[config.mk]
export PLATFORM = sky130hd
export DESIGN_NAME = encoder_velocity_median_lowpass
export DESIGN_NICKNAME = d
export VERILOG_FILES = /design/src/sv/evml_pkg.sv /design/src/sv/evml_div.sv /design/src/sv/evml_front.sv /design/src/sv/evml_queue.sv /design/src/sv/evml_back.sv /design/src/sv/encoder_velocity_median_lowpass.sv
export SDC_FILE = /design/constraint.sdc
export NUM_CORES = 2
export LEC_CHECK = 0
export BUFFER_PORTS_ARGS = -buffer_cell sky130_fd_sc_hd__buf_4
export CELL_PAD_IN_SITES_DETAIL_PLACEMENT = 1
export CELL_PAD_IN_SITES_GLOBAL_PLACEMENT = 1
export CORE_ASPECT_RATIO = 0.8
export CORE_MARGIN = 1
export CORE_UTILIZATION = 43
export CTS_CLUSTER_SIZE = 40
export DETAILED_ROUTE_END_ITERATION = 7
export PLACE_DENSITY_LB_ADDON = 0.1
export RECOVER_POWER = 100
export REMOVE_ABC_BUFFERS = 1
export SLEW_MARGIN = 20
export SYNTH_ARGS = -nofsm -noshare
export SYNTH_HDL_FRONTEND = slang
export SYNTH_SLANG_ARGS = --single-unit
[constraint.sdc]
create_clock -name clk -period 18.8 [get_ports clk]
set_clock_uncertainty 0.05 [all_clocks]
set_input_delay 3.76 -clock clk [delete_from_list [all_inputs] [get_ports clk]]
set_output_delay 3.76 -clock clk [all_outputs]
set_load 0.05 [all_outputs]
[src/sv/evml_pkg.sv]
// ----------------------------------------------------------------------------
// Encoder velocity package
// Types, command codes, register indexes and arithmetic constants shared by
// the front end, the operation queue and the execution back end.
// ----------------------------------------------------------------------------
package evml_pkg;

  // Command codes of an input item.
  localparam logic CMD_EDGE = 1'b0;
  localparam logic CMD_TICK = 1'b1;

  // Configuration port layout and register indexes.
  localparam int unsigned CFG_IDX_W  = 1;
  localparam int unsigned CFG_DATA_W = 16;
  localparam logic [CFG_IDX_W-1:0] REG_COUNTS_PER_REV = 1'b0;
  localparam logic [CFG_IDX_W-1:0] REG_FILTER_WEIGHT  = 1'b1;

  // Register reset values.
  localparam logic [15:0] CPR_RESET    = 16'd1801;
  localparam logic [15:0] WEIGHT_RESET = 16'd13107;

  // Speed numerator 360 * 256 * 1e6 and angle numerator 360 * 256.
  localparam int unsigned SPD_NUM_W = 37;
  localparam int unsigned SPD_DEN_W = 48;
  localparam int unsigned ANG_NUM_W = 49;
  localparam int unsigned ANG_DEN_W = 16;
  localparam logic [SPD_NUM_W-1:0] SPEED_NUM = 37'd92160000000;
  localparam logic [16:0]          ANGLE_K   = 17'd92160;

  // Limits of the 32-bit signed result range, as bit patterns.
  localparam logic [31:0] S32_MAX = 32'h7FFF_FFFF;
  localparam logic [31:0] S32_MIN = 32'h8000_0000;

  // Default depth of the queue between front end and back end.
  localparam int unsigned QUEUE_DEPTH_DEF = 2;

  // One classified operation as it travels through the queue.
  typedef struct packed {
    logic        cmd;
    logic [31:0] period;
    logic        fwd;
  } op_t;

  // Queue fill status seen by both sides.
  typedef struct packed {
    logic full;
    logic empty;
  } q_stat_t;

  // Back end sequencer states.
  typedef enum logic [2:0] {
    B_IDLE,
    B_MUL,
    B_START,
    B_WAIT,
    B_DONE
  } back_state_t;

endpackage

[src/sv/evml_div.sv]
// ----------------------------------------------------------------------------
// Restoring divider
// Unsigned division, one quotient bit per clock, NUM_W steps per operation.
// ----------------------------------------------------------------------------
module evml_div #(
  parameter int unsigned NUM_W = 37,
  parameter int unsigned DEN_W = 48
) (
  input  logic             clk,
  input  logic             rst,
  input  logic             start,
  input  logic [NUM_W-1:0] num,
  input  logic [DEN_W-1:0] den,
  output logic             busy,
  output logic [NUM_W-1:0] quo
);

  localparam int unsigned CNT_W = $clog2(NUM_W + 1);

  logic [CNT_W-1:0] steps;
  logic [DEN_W-1:0] rem;
  logic [DEN_W-1:0] den_hold;
  logic [DEN_W:0]   rem_shift;
  logic [DEN_W:0]   rem_diff;
  logic             fits;

  // One restoring step: shift in the next dividend bit and try a subtract.
  always_comb begin
    rem_shift = {rem, quo[NUM_W-1]};
    rem_diff  = rem_shift - {1'b0, den_hold};
    fits      = rem_shift >= {1'b0, den_hold};
  end

  // Step counter and busy flag.
  always_ff @(posedge clk) begin
    if (rst) begin
      busy  <= 1'b0;
      steps <= '0;
    end else if (start) begin
      busy  <= 1'b1;
      steps <= CNT_W'(NUM_W);
    end else if (busy) begin
      steps <= steps - CNT_W'(1);
      if (steps == CNT_W'(1)) begin
        busy <= 1'b0;
      end
    end
  end

  // The dividend shifts out of the quotient register as quotient bits shift in.
  always_ff @(posedge clk) begin
    if (start) begin
      quo      <= num;
      rem      <= '0;
      den_hold <= den;
    end else if (busy) begin
      quo <= {quo[NUM_W-2:0], fits};
      rem <= fits ? rem_diff[DEN_W-1:0] : rem_shift[DEN_W-1:0];
    end
  end

endmodule

[src/sv/evml_front.sv]
// ----------------------------------------------------------------------------
// Encoder velocity front end
// Accepts input beats, measures the edge period and pushes one classified
// operation per beat into the queue.
// ----------------------------------------------------------------------------
module evml_front import evml_pkg::*; (
  input  logic        clk,
  input  logic        rst,
  input  logic        item_valid,
  output logic        item_stall,
  input  logic        cmd,
  input  logic [31:0] timestamp_us,
  input  logic        direction_level,
  input  q_stat_t     q_stat,
  output logic        push,
  output op_t         push_op
);

  logic [31:0] last_edge_time;

  // Take a beat whenever the queue has room.
  assign item_stall = q_stat.full;
  assign push       = item_valid && !q_stat.full;

  // The period wraps with the free-running timestamp.
  always_comb begin
    push_op.cmd    = cmd;
    push_op.period = timestamp_us - last_edge_time;
    push_op.fwd    = direction_level;
  end

  // Only edges move the reference time.
  always_ff @(posedge clk) begin
    if (rst) begin
      last_edge_time <= '0;
    end else if (push && (cmd == CMD_EDGE)) begin
      last_edge_time <= timestamp_us;
    end
  end

endmodule

[src/sv/evml_queue.sv]
// ----------------------------------------------------------------------------
// Encoder velocity operation queue
// Small first-in first-out buffer between front end and back end.
// ----------------------------------------------------------------------------
module evml_queue import evml_pkg::*; #(
  parameter int unsigned DEPTH = QUEUE_DEPTH_DEF
) (
  input  logic    clk,
  input  logic    rst,
  input  logic    push,
  input  op_t     push_op,
  input  logic    pop,
  output op_t     head,
  output q_stat_t q_stat
);

  localparam int unsigned PTR_W = (DEPTH > 1) ? $clog2(DEPTH) : 1;
  localparam int unsigned CNT_W = $clog2(DEPTH + 1);

  op_t              entries [DEPTH];
  logic [PTR_W-1:0] wr_ptr;
  logic [PTR_W-1:0] rd_ptr;
  logic [CNT_W-1:0] fill;

  assign head         = entries[rd_ptr];
  assign q_stat.full  = (fill == CNT_W'(DEPTH));
  assign q_stat.empty = (fill == '0);

  // Pointers advance with wrap at the queue depth.
  always_ff @(posedge clk) begin
    if (rst) begin
      wr_ptr <= '0;
      rd_ptr <= '0;
      fill   <= '0;
    end else begin
      if (push) begin
        wr_ptr <= (wr_ptr == PTR_W'(DEPTH - 1)) ? '0 : wr_ptr + PTR_W'(1);
      end
      if (pop) begin
        rd_ptr <= (rd_ptr == PTR_W'(DEPTH - 1)) ? '0 : rd_ptr + PTR_W'(1);
      end
      if (push && !pop) begin
        fill <= fill + CNT_W'(1);
      end else if (pop && !push) begin
        fill <= fill - CNT_W'(1);
      end
    end
  end

  // Entry storage.
  always_ff @(posedge clk) begin
    if (push) begin
      entries[wr_ptr] <= push_op;
    end
  end

endmodule

[src/sv/evml_back.sv]
// ----------------------------------------------------------------------------
// Encoder velocity back end
// Holds the configuration and the filter state, runs the speed and angle
// divisions and the low-pass update, and drives the result register.
// ----------------------------------------------------------------------------
module evml_back import evml_pkg::*; (
  input  logic                  clk,
  input  logic                  rst,
  input  logic                  cfg_write,
  input  logic [CFG_IDX_W-1:0]  cfg_index,
  input  logic [CFG_DATA_W-1:0] cfg_data,
  input  q_stat_t               q_stat,
  input  op_t                   head,
  output logic                  pop,
  output logic                  result_valid,
  input  logic                  result_stall,
  output logic signed [31:0]    raw_speed,
  output logic signed [31:0]    median_speed,
  output logic signed [31:0]    filtered_speed,
  output logic signed [31:0]    edge_count,
  output logic signed [31:0]    angle
);

  back_state_t state, state_next;

  logic [15:0] counts_per_rev;
  logic [15:0] filter_weight;

  // Architectural state.
  logic [31:0] position_count;
  logic [31:0] speed_prev1;
  logic [31:0] speed_prev2;
  logic [31:0] speed_median;
  logic [31:0] speed_filtered;
  logic [31:0] speed_raw;

  // Working registers of the operation in flight.
  op_t                    op;
  logic [31:0]            count_new;
  logic [SPD_DEN_W-1:0]   spd_den;
  logic [ANG_NUM_W-1:0]   ang_num;
  logic                   ang_neg;
  logic                   ang_zero;
  logic signed [49:0]     filt_prod;

  logic                   div_start;
  logic                   spd_busy;
  logic                   ang_busy;
  logic [SPD_NUM_W-1:0]   spd_quo;
  logic [ANG_NUM_W-1:0]   ang_quo;
  logic                   out_free;
  logic                   commit;

  // Multiply stage signals.
  logic [31:0]            cnt_mag;
  logic [SPD_DEN_W-1:0]   den_c;
  logic [ANG_NUM_W-1:0]   ang_c;
  logic signed [32:0]     diff_s;
  logic signed [16:0]     weight_s;
  logic signed [49:0]     prod_c;

  // Finish stage signals.
  logic                   spd_sat;
  logic [31:0]            spd_mag;
  logic [31:0]            spd_val;
  logic [31:0]            med_val;
  logic signed [49:0]     rnd_s;
  logic signed [33:0]     step_s;
  logic signed [34:0]     sum_s;
  logic [31:0]            filt_val;
  logic [31:0]            angle_val;

  // True median of three signed values; ties fall out of the compares.
  function automatic logic [31:0] median3(input logic signed [31:0] a,
                                          input logic signed [31:0] b,
                                          input logic signed [31:0] c);
    logic signed [31:0] lo;
    logic signed [31:0] hi;
    logic [31:0]        r;
    lo = (a < b) ? a : b;
    hi = (a < b) ? b : a;
    if (c <= lo) begin
      r = lo;
    end else if (c >= hi) begin
      r = hi;
    end else begin
      r = c;
    end
    return r;
  endfunction

  // Clamp a 35-bit signed sum to the 32-bit signed range.
  function automatic logic [31:0] sat32(input logic signed [34:0] v);
    logic [31:0] r;
    if ((v[34:31] != 4'b0000) && (v[34:31] != 4'b1111)) begin
      r = v[34] ? S32_MIN : S32_MAX;
    end else begin
      r = v[31:0];
    end
    return r;
  endfunction

  // Configuration registers.
  always_ff @(posedge clk) begin
    if (rst) begin
      counts_per_rev <= CPR_RESET;
      filter_weight  <= WEIGHT_RESET;
    end else if (cfg_write) begin
      unique case (cfg_index)
        REG_COUNTS_PER_REV: counts_per_rev <= cfg_data;
        REG_FILTER_WEIGHT:  filter_weight  <= cfg_data;
      endcase
    end
  end

  // Speed and angle divisions run side by side.
  evml_div #(
    .NUM_W (SPD_NUM_W),
    .DEN_W (SPD_DEN_W)
  ) u_spd_div (
    .clk   (clk),
    .rst   (rst),
    .start (div_start),
    .num   (SPEED_NUM),
    .den   (spd_den),
    .busy  (spd_busy),
    .quo   (spd_quo)
  );

  evml_div #(
    .NUM_W (ANG_NUM_W),
    .DEN_W (ANG_DEN_W)
  ) u_ang_div (
    .clk   (clk),
    .rst   (rst),
    .start (div_start),
    .num   (ang_num),
    .den   (counts_per_rev),
    .busy  (ang_busy),
    .quo   (ang_quo)
  );

  // Sequencer state register.
  always_ff @(posedge clk) begin
    if (rst) begin
      state <= B_IDLE;
    end else begin
      state <= state_next;
    end
  end

  // The result register is free when empty or being taken this cycle.
  assign out_free = !result_valid || !result_stall;

  // Sequencer next state and control.
  always_comb begin
    state_next = state;
    pop        = 1'b0;
    div_start  = 1'b0;
    commit     = 1'b0;
    unique case (state)
      B_IDLE: begin
        if (!q_stat.empty) begin
          pop        = 1'b1;
          state_next = B_MUL;
        end
      end
      B_MUL: begin
        state_next = B_START;
      end
      B_START: begin
        div_start  = 1'b1;
        state_next = B_WAIT;
      end
      B_WAIT: begin
        if (!spd_busy && !ang_busy) begin
          state_next = B_DONE;
        end
      end
      B_DONE: begin
        if (out_free) begin
          commit     = 1'b1;
          state_next = B_IDLE;
        end
      end
      default: begin
        state_next = B_IDLE;
      end
    endcase
  end

  // Multiply stage: speed denominator, angle numerator and filter product.
  always_comb begin
    cnt_mag  = count_new[31] ? (~count_new + 32'd1) : count_new;
    den_c    = SPD_DEN_W'(op.period) * SPD_DEN_W'(counts_per_rev);
    ang_c    = ANG_NUM_W'(ANGLE_K) * ANG_NUM_W'(cnt_mag);
    diff_s   = {speed_median[31], speed_median} - {speed_filtered[31], speed_filtered};
    weight_s = {1'b0, filter_weight};
    prod_c   = diff_s * weight_s;
  end

  // Working registers load on pop and in the multiply stage.
  always_ff @(posedge clk) begin
    if (pop) begin
      op <= head;
      if (head.cmd == CMD_EDGE) begin
        count_new <= head.fwd ? position_count + 32'd1 : position_count - 32'd1;
      end else begin
        count_new <= position_count;
      end
    end
    if (state == B_MUL) begin
      spd_den   <= den_c;
      ang_num   <= ang_c;
      ang_neg   <= count_new[31];
      ang_zero  <= (count_new == '0);
      filt_prod <= prod_c;
    end
  end

  // Finish stage: saturate the quotients, take the median, update the filter.
  always_comb begin
    spd_sat  = (spd_den == '0) || (spd_quo > SPD_NUM_W'(S32_MAX));
    spd_mag  = spd_sat ? S32_MAX : spd_quo[31:0];
    spd_val  = op.fwd ? spd_mag : (~spd_mag + 32'd1);
    med_val  = median3(spd_val, speed_prev1, speed_prev2);

    rnd_s    = filt_prod + 50'sd32768;
    step_s   = rnd_s[49:16];
    sum_s    = {{3{speed_filtered[31]}}, speed_filtered} + {step_s[33], step_s};
    filt_val = sat32(sum_s);

    if (ang_zero) begin
      angle_val = '0;
    end else if (counts_per_rev == '0) begin
      angle_val = ang_neg ? S32_MIN : S32_MAX;
    end else if (!ang_neg) begin
      angle_val = (ang_quo > ANG_NUM_W'(S32_MAX)) ? S32_MAX : ang_quo[31:0];
    end else begin
      angle_val = (ang_quo > ANG_NUM_W'(S32_MIN)) ? S32_MIN : (~ang_quo[31:0] + 32'd1);
    end
  end

  // Architectural state update.
  always_ff @(posedge clk) begin
    if (rst) begin
      position_count <= '0;
      speed_prev1    <= '0;
      speed_prev2    <= '0;
      speed_median   <= '0;
      speed_filtered <= '0;
      speed_raw      <= '0;
    end else if (commit) begin
      if (op.cmd == CMD_EDGE) begin
        position_count <= count_new;
        speed_raw      <= spd_val;
        speed_median   <= med_val;
        speed_prev2    <= speed_prev1;
        speed_prev1    <= spd_val;
      end else begin
        speed_filtered <= filt_val;
      end
    end
  end

  // Result valid flag.
  always_ff @(posedge clk) begin
    if (rst) begin
      result_valid <= 1'b0;
    end else if (commit) begin
      result_valid <= 1'b1;
    end else if (!result_stall) begin
      result_valid <= 1'b0;
    end
  end

  // Result payload.
  always_ff @(posedge clk) begin
    if (commit) begin
      edge_count <= count_new;
      angle      <= angle_val;
      if (op.cmd == CMD_EDGE) begin
        raw_speed      <= spd_val;
        median_speed   <= med_val;
        filtered_speed <= speed_filtered;
      end else begin
        raw_speed      <= speed_raw;
        median_speed   <= speed_median;
        filtered_speed <= filt_val;
      end
    end
  end

endmodule

[src/sv/encoder_velocity_median_lowpass.sv]
// ----------------------------------------------------------------------------
// Encoder velocity with median and low-pass filter
// Period-based encoder speed, three-sample median, first-order IIR and angle.
// ----------------------------------------------------------------------------
// Each input beat is either an encoder edge (timestamp and direction) or a
// filter tick, and yields exactly one result beat with the raw speed, the
// median speed, the filtered speed, the edge count and the shaft angle. Items
// are handled one at a time: the front end accepts beats into a short queue
// while it has room, and the back end spends most of an item in the 49-step
// angle division, which runs beside the 37-step speed division. Ticks take the
// same time as edges. The result register lets the back end work on the next
// item while the previous result is still waiting to be taken; a waiting
// result holds the back end only at its final step.
// Configuration writes are taken at any time but are meant for an idle block.
module encoder_velocity_median_lowpass import evml_pkg::*; #(
  parameter int unsigned QUEUE_DEPTH = QUEUE_DEPTH_DEF
) (
  input  logic                  clk,
  input  logic                  rst,
  input  logic                  item_valid,
  output logic                  item_stall,
  input  logic                  cmd,
  input  logic [31:0]           timestamp_us,
  input  logic                  direction_level,
  input  logic                  cfg_write,
  input  logic [CFG_IDX_W-1:0]  cfg_index,
  input  logic [CFG_DATA_W-1:0] cfg_data,
  output logic                  result_valid,
  input  logic                  result_stall,
  output logic signed [31:0]    raw_speed,
  output logic signed [31:0]    median_speed,
  output logic signed [31:0]    filtered_speed,
  output logic signed [31:0]    edge_count,
  output logic signed [31:0]    angle
);

  q_stat_t q_stat;
  logic    push;
  op_t     push_op;
  logic    pop;
  op_t     head;

  // Front end: accept and classify.
  evml_front u_front (
    .clk             (clk),
    .rst             (rst),
    .item_valid      (item_valid),
    .item_stall      (item_stall),
    .cmd             (cmd),
    .timestamp_us    (timestamp_us),
    .direction_level (direction_level),
    .q_stat          (q_stat),
    .push            (push),
    .push_op         (push_op)
  );

  // Operation queue.
  evml_queue #(
    .DEPTH (QUEUE_DEPTH)
  ) u_queue (
    .clk     (clk),
    .rst     (rst),
    .push    (push),
    .push_op (push_op),
    .pop     (pop),
    .head    (head),
    .q_stat  (q_stat)
  );

  // Back end: arithmetic, state and result register.
  evml_back u_back (
    .clk            (clk),
    .rst            (rst),
    .cfg_write      (cfg_write),
    .cfg_index      (cfg_index),
    .cfg_data       (cfg_data),
    .q_stat         (q_stat),
    .head           (head),
    .pop            (pop),
    .result_valid   (result_valid),
    .result_stall   (result_stall),
    .raw_speed      (raw_speed),
    .median_speed   (median_speed),
    .filtered_speed (filtered_speed),
    .edge_count     (edge_count),
    .angle          (angle)
  );

endmodule

==> flow_metrics.env <==
export IMPL_worstReg2RegStart="u_back.spd_den[7]$_DFFE_PP_"
export IMPL_cp_max_fo=61
export IMPL_grt_usage=0.2631
export IMPL_vias=67220
export IMPL_max_freq_mhz=68.40
export IMPL_wirelength_mm=266.7
export IMPL_rrSetupSlack_ns=4.18
export IMPL_critical_path_class="reg -> reg"
export IMPL_final_util=0.4670
export IMPL_port_buffers=217
export IMPL_maxCapViolCount=46
export IMPL_io_pins=218
export IMPL_layout_drive_gt1_share=0.04272
export IMPL_die_height_um=404.2
export IMPL_row_count=147
export IMPL_setup_viol_count_final=0
export IMPL_ys_ff_latch=910
export IMPL_cts_tree="yes"
export IMPL_core_area_mm2=0.2008
export IMPL_violations="design-rule violations, max-capacitance violations, max-slew violations"
export IMPL_synthFlopType="edfxtp_1"
export IMPL_synth_edf_count=530
export IMPL_rsz0062_at_grt="no"
export IMPL_dr_pass1_iters=7
export IMPL_synth_top_cells_by_count="1506 x nand2_1, 1324 x inv_1, 983 x fa_1, 606 x ha_1, 584 x a21oi_1"
export IMPL_htreeDepth=3
export IMPL_worst_hold_slack_ns=0.3885
export IMPL_synth_most_common_cell="nand2_1"
export IMPL_synthCells=9502
export IMPL_ys_async_sr_fraction=0
export IMPL_crit_top_cell="a21o_1"
export IMPL_cts_sinks=910
export IMPL_fin_crit_ns=14.62
export IMPL_min_path_type="reg -> reg"
export IMPL_rr_endpoint="u_back.speed_median[25]$_SDFFE_PP0P_"
export IMPL_min_delay_start="u_back.spd_den[31]$_DFFE_PP_"
export IMPL_post_drt_wl_per_cell_um=21.76
export IMPL_clk_latency_ns=0.75
export IMPL_synth_top_area_share=0.2263
export IMPL_slew_viol_final=2005
export IMPL_ys_types=94
export IMPL_routed_via_density=5.484
export IMPL_nNetsFinal=11130
export IMPL_dp_hpwl_mm=200.7
export IMPL_endpoint_kind="register"
export IMPL_syn_area_mm2=0.08694
export IMPL_period_share=0.7776
export IMPL_grt_pass1_wl_mm=421.6
export IMPL_ant_nets=0
export IMPL_min_to="u_back.u_spd_div.den_hold[31]$_DFFE_PP_"
export IMPL_grt_overflow_total=0
export IMPL_tightest_slew_ns=4.989
export IMPL_finalSetupTns_ns=0
export IMPL_holdBufCountCts=0
export IMPL_synthTopCellsByArea="fa_1 23%, edfxtp_1 18%, dfxtp_1 8.7%"
export IMPL_status="finished with violations"
export IMPL_die_area_mm2=0.2040
export IMPL_grt_max_degree=133
export IMPL_cts_clk_slew_worst_paths_ns=0.06
export IMPL_drc_errors=22
export IMPL_ys_warnings_count=0
export IMPL_reg2reg_depth=34
export IMPL_cts_resized=0
export IMPL_antenna_found_initial=7
export IMPL_cp_data_required_time_ns=19.41
export IMPL_cts_setup_buffers=0
export IMPL_area_growth_pct=7.885
export IMPL_gp_congestion=0.8733
export IMPL_root_buffer="clkbuf_16"
export IMPL_crit_slowest_cell="or2_0"
export IMPL_worstPathArrival_ns=15.23
export IMPL_min_path_cells=0
export IMPL_slowest_delay_ns=2.08
export IMPL_die_x_um=504.7
export IMPL_synth_top_area_cell="fa_1"
export IMPL_cts_buffers_inserted=102
export IMPL_avgSynthCellArea_um2=9.150
export IMPL_worst_setup_path_start_kind="register"
export IMPL_finalHoldViolCount=0
export IMPL_first_global_vias=71940
export IMPL_slew_headroom=-2.326
export IMPL_initial_core_util=0.4329
export IMPL_synth_yosys_seq_area_share=0.2706
export IMPL_cts_buffer_depth=3
export IMPL_drt_initial_drc_count=3930
-- registers in the layout, summed over array words and instances (netlist names), 34 cells and up, named ones only --
signal                     cells
u_back.u_spd_div.den_hold     48
u_back.op                     34
u_back.filt_prod              35
u_queue.entries               68
u_back.u_ang_div.quo          49
u_back.u_spd_div.quo          37
u_back.ang_num                38
u_back.u_spd_div.rem          48
u_back.spd_den                48
-- worst max-delay path by stage --
stage                                          startpoint                                   end  slack [ns]
global placement    u_back.u_spd_div.quo[31]$_SDFFE_PP0P_      u_back.median_speed[5]$_DFFE_PP_        7.03
global route                  u_back.spd_den[7]$_DFFE_PP_      u_back.median_speed[6]$_DFFE_PP_        3.49
floorplan                                    result_stall   u_back.speed_prev1[27]$_SDFFE_PP0P_        0.06
CTS                 u_back.u_spd_div.quo[31]$_SDFFE_PP0P_      u_back.median_speed[6]$_DFFE_PP_        7.15
finish                        u_back.spd_den[7]$_DFFE_PP_  u_back.speed_median[25]$_SDFFE_PP0P_        4.18
detailed placement           u_back.spd_den[37]$_DFFE_PP_     u_back.median_speed[31]$_DFFE_PP_        7.23
-- routing by layer --
metal  vias to the layer above  share of wire  global-route usage
met3                       294          0.045             0.03166
met4                         0          0.024             0.06086
met5                         -              0                   0
li1                      31290              -                   -
met1                     34260           0.47              0.3721
met2                      1377           0.46              0.4293
-- placed cells by master (no fill, tap or decap), types with 70 or more instances in the layout --
cell type,n
nand2_1,1505
inv_1,1323
fa_1,983
ha_1,606
a21oi_1,581
edfxtp_1,530
nor2_1,462
dfxtp_1,377
o21ai_0,347
and2_1,332
clkbuf_1,230
xnor2_1,222
a21o_1,202
mux2i_1,137
buf_4,131
xor2_1,108
nor3_1,105
clkbuf_16,104
nand3_1,78
o21a_1,78
nand2b_1,75
a211oi_1,70
-- critical path: cells and delay by family (launching register included) --
kind / cells / cell delay, ns
muxes: 1 / 0.93
adders and majority gates: 3 / 0.78
and+or+nand+nor: 14 / 6.58
DFF: 1 / 0.40
AOI/OAI and AO/OA: 13 / 3.92
buffers and inverters: 3 / 1.81
-- cells by family (layout without fill, tap and decap cells) --
family	count (synthesis)	after routing	synth area share
compound gates	1699	1699	0.1232
fa+ha+maj	1589	1589	0.3136
mux	195	195	0.02330
flops	910	910	0.2706
simple gates	2976	2976	0.1577
other cells	0	1	0
buf+inv	1798	1871	0.07783
xor+xnor	335	335	0.03383
-- metrics by stage --
| stage | cell area, um^2 | std cells | setup slack, ns |
|---|---|---|---|
| after floorplan | 85160 | 9032 | 0.06192 |
| after global placement | 91300 | 12060 | 7.034 |
| after detailed placement | 91320 | 12060 | 7.228 |
| after CTS | 94680 | 12260 | 7.150 |
| after global routing | 93800 | 12260 | 3.493 |
| final | 93800 | 12260 | 4.180 |
-- layout make-up --
type	instances	area (um^2)
multi-input combinational	6794	56720
fill	23110	107000
timing repair buffer	349	1852
clock buffer	131	2770
inverter	1328	4986
antenna	1	2.502
sequential	910	23530
tap	2682	3356
clock inverter	63	588.1
Power is left out: the tool's default activity adds up to more than one toggle a clock period on the data nets, which glitch-free logic cannot reach.
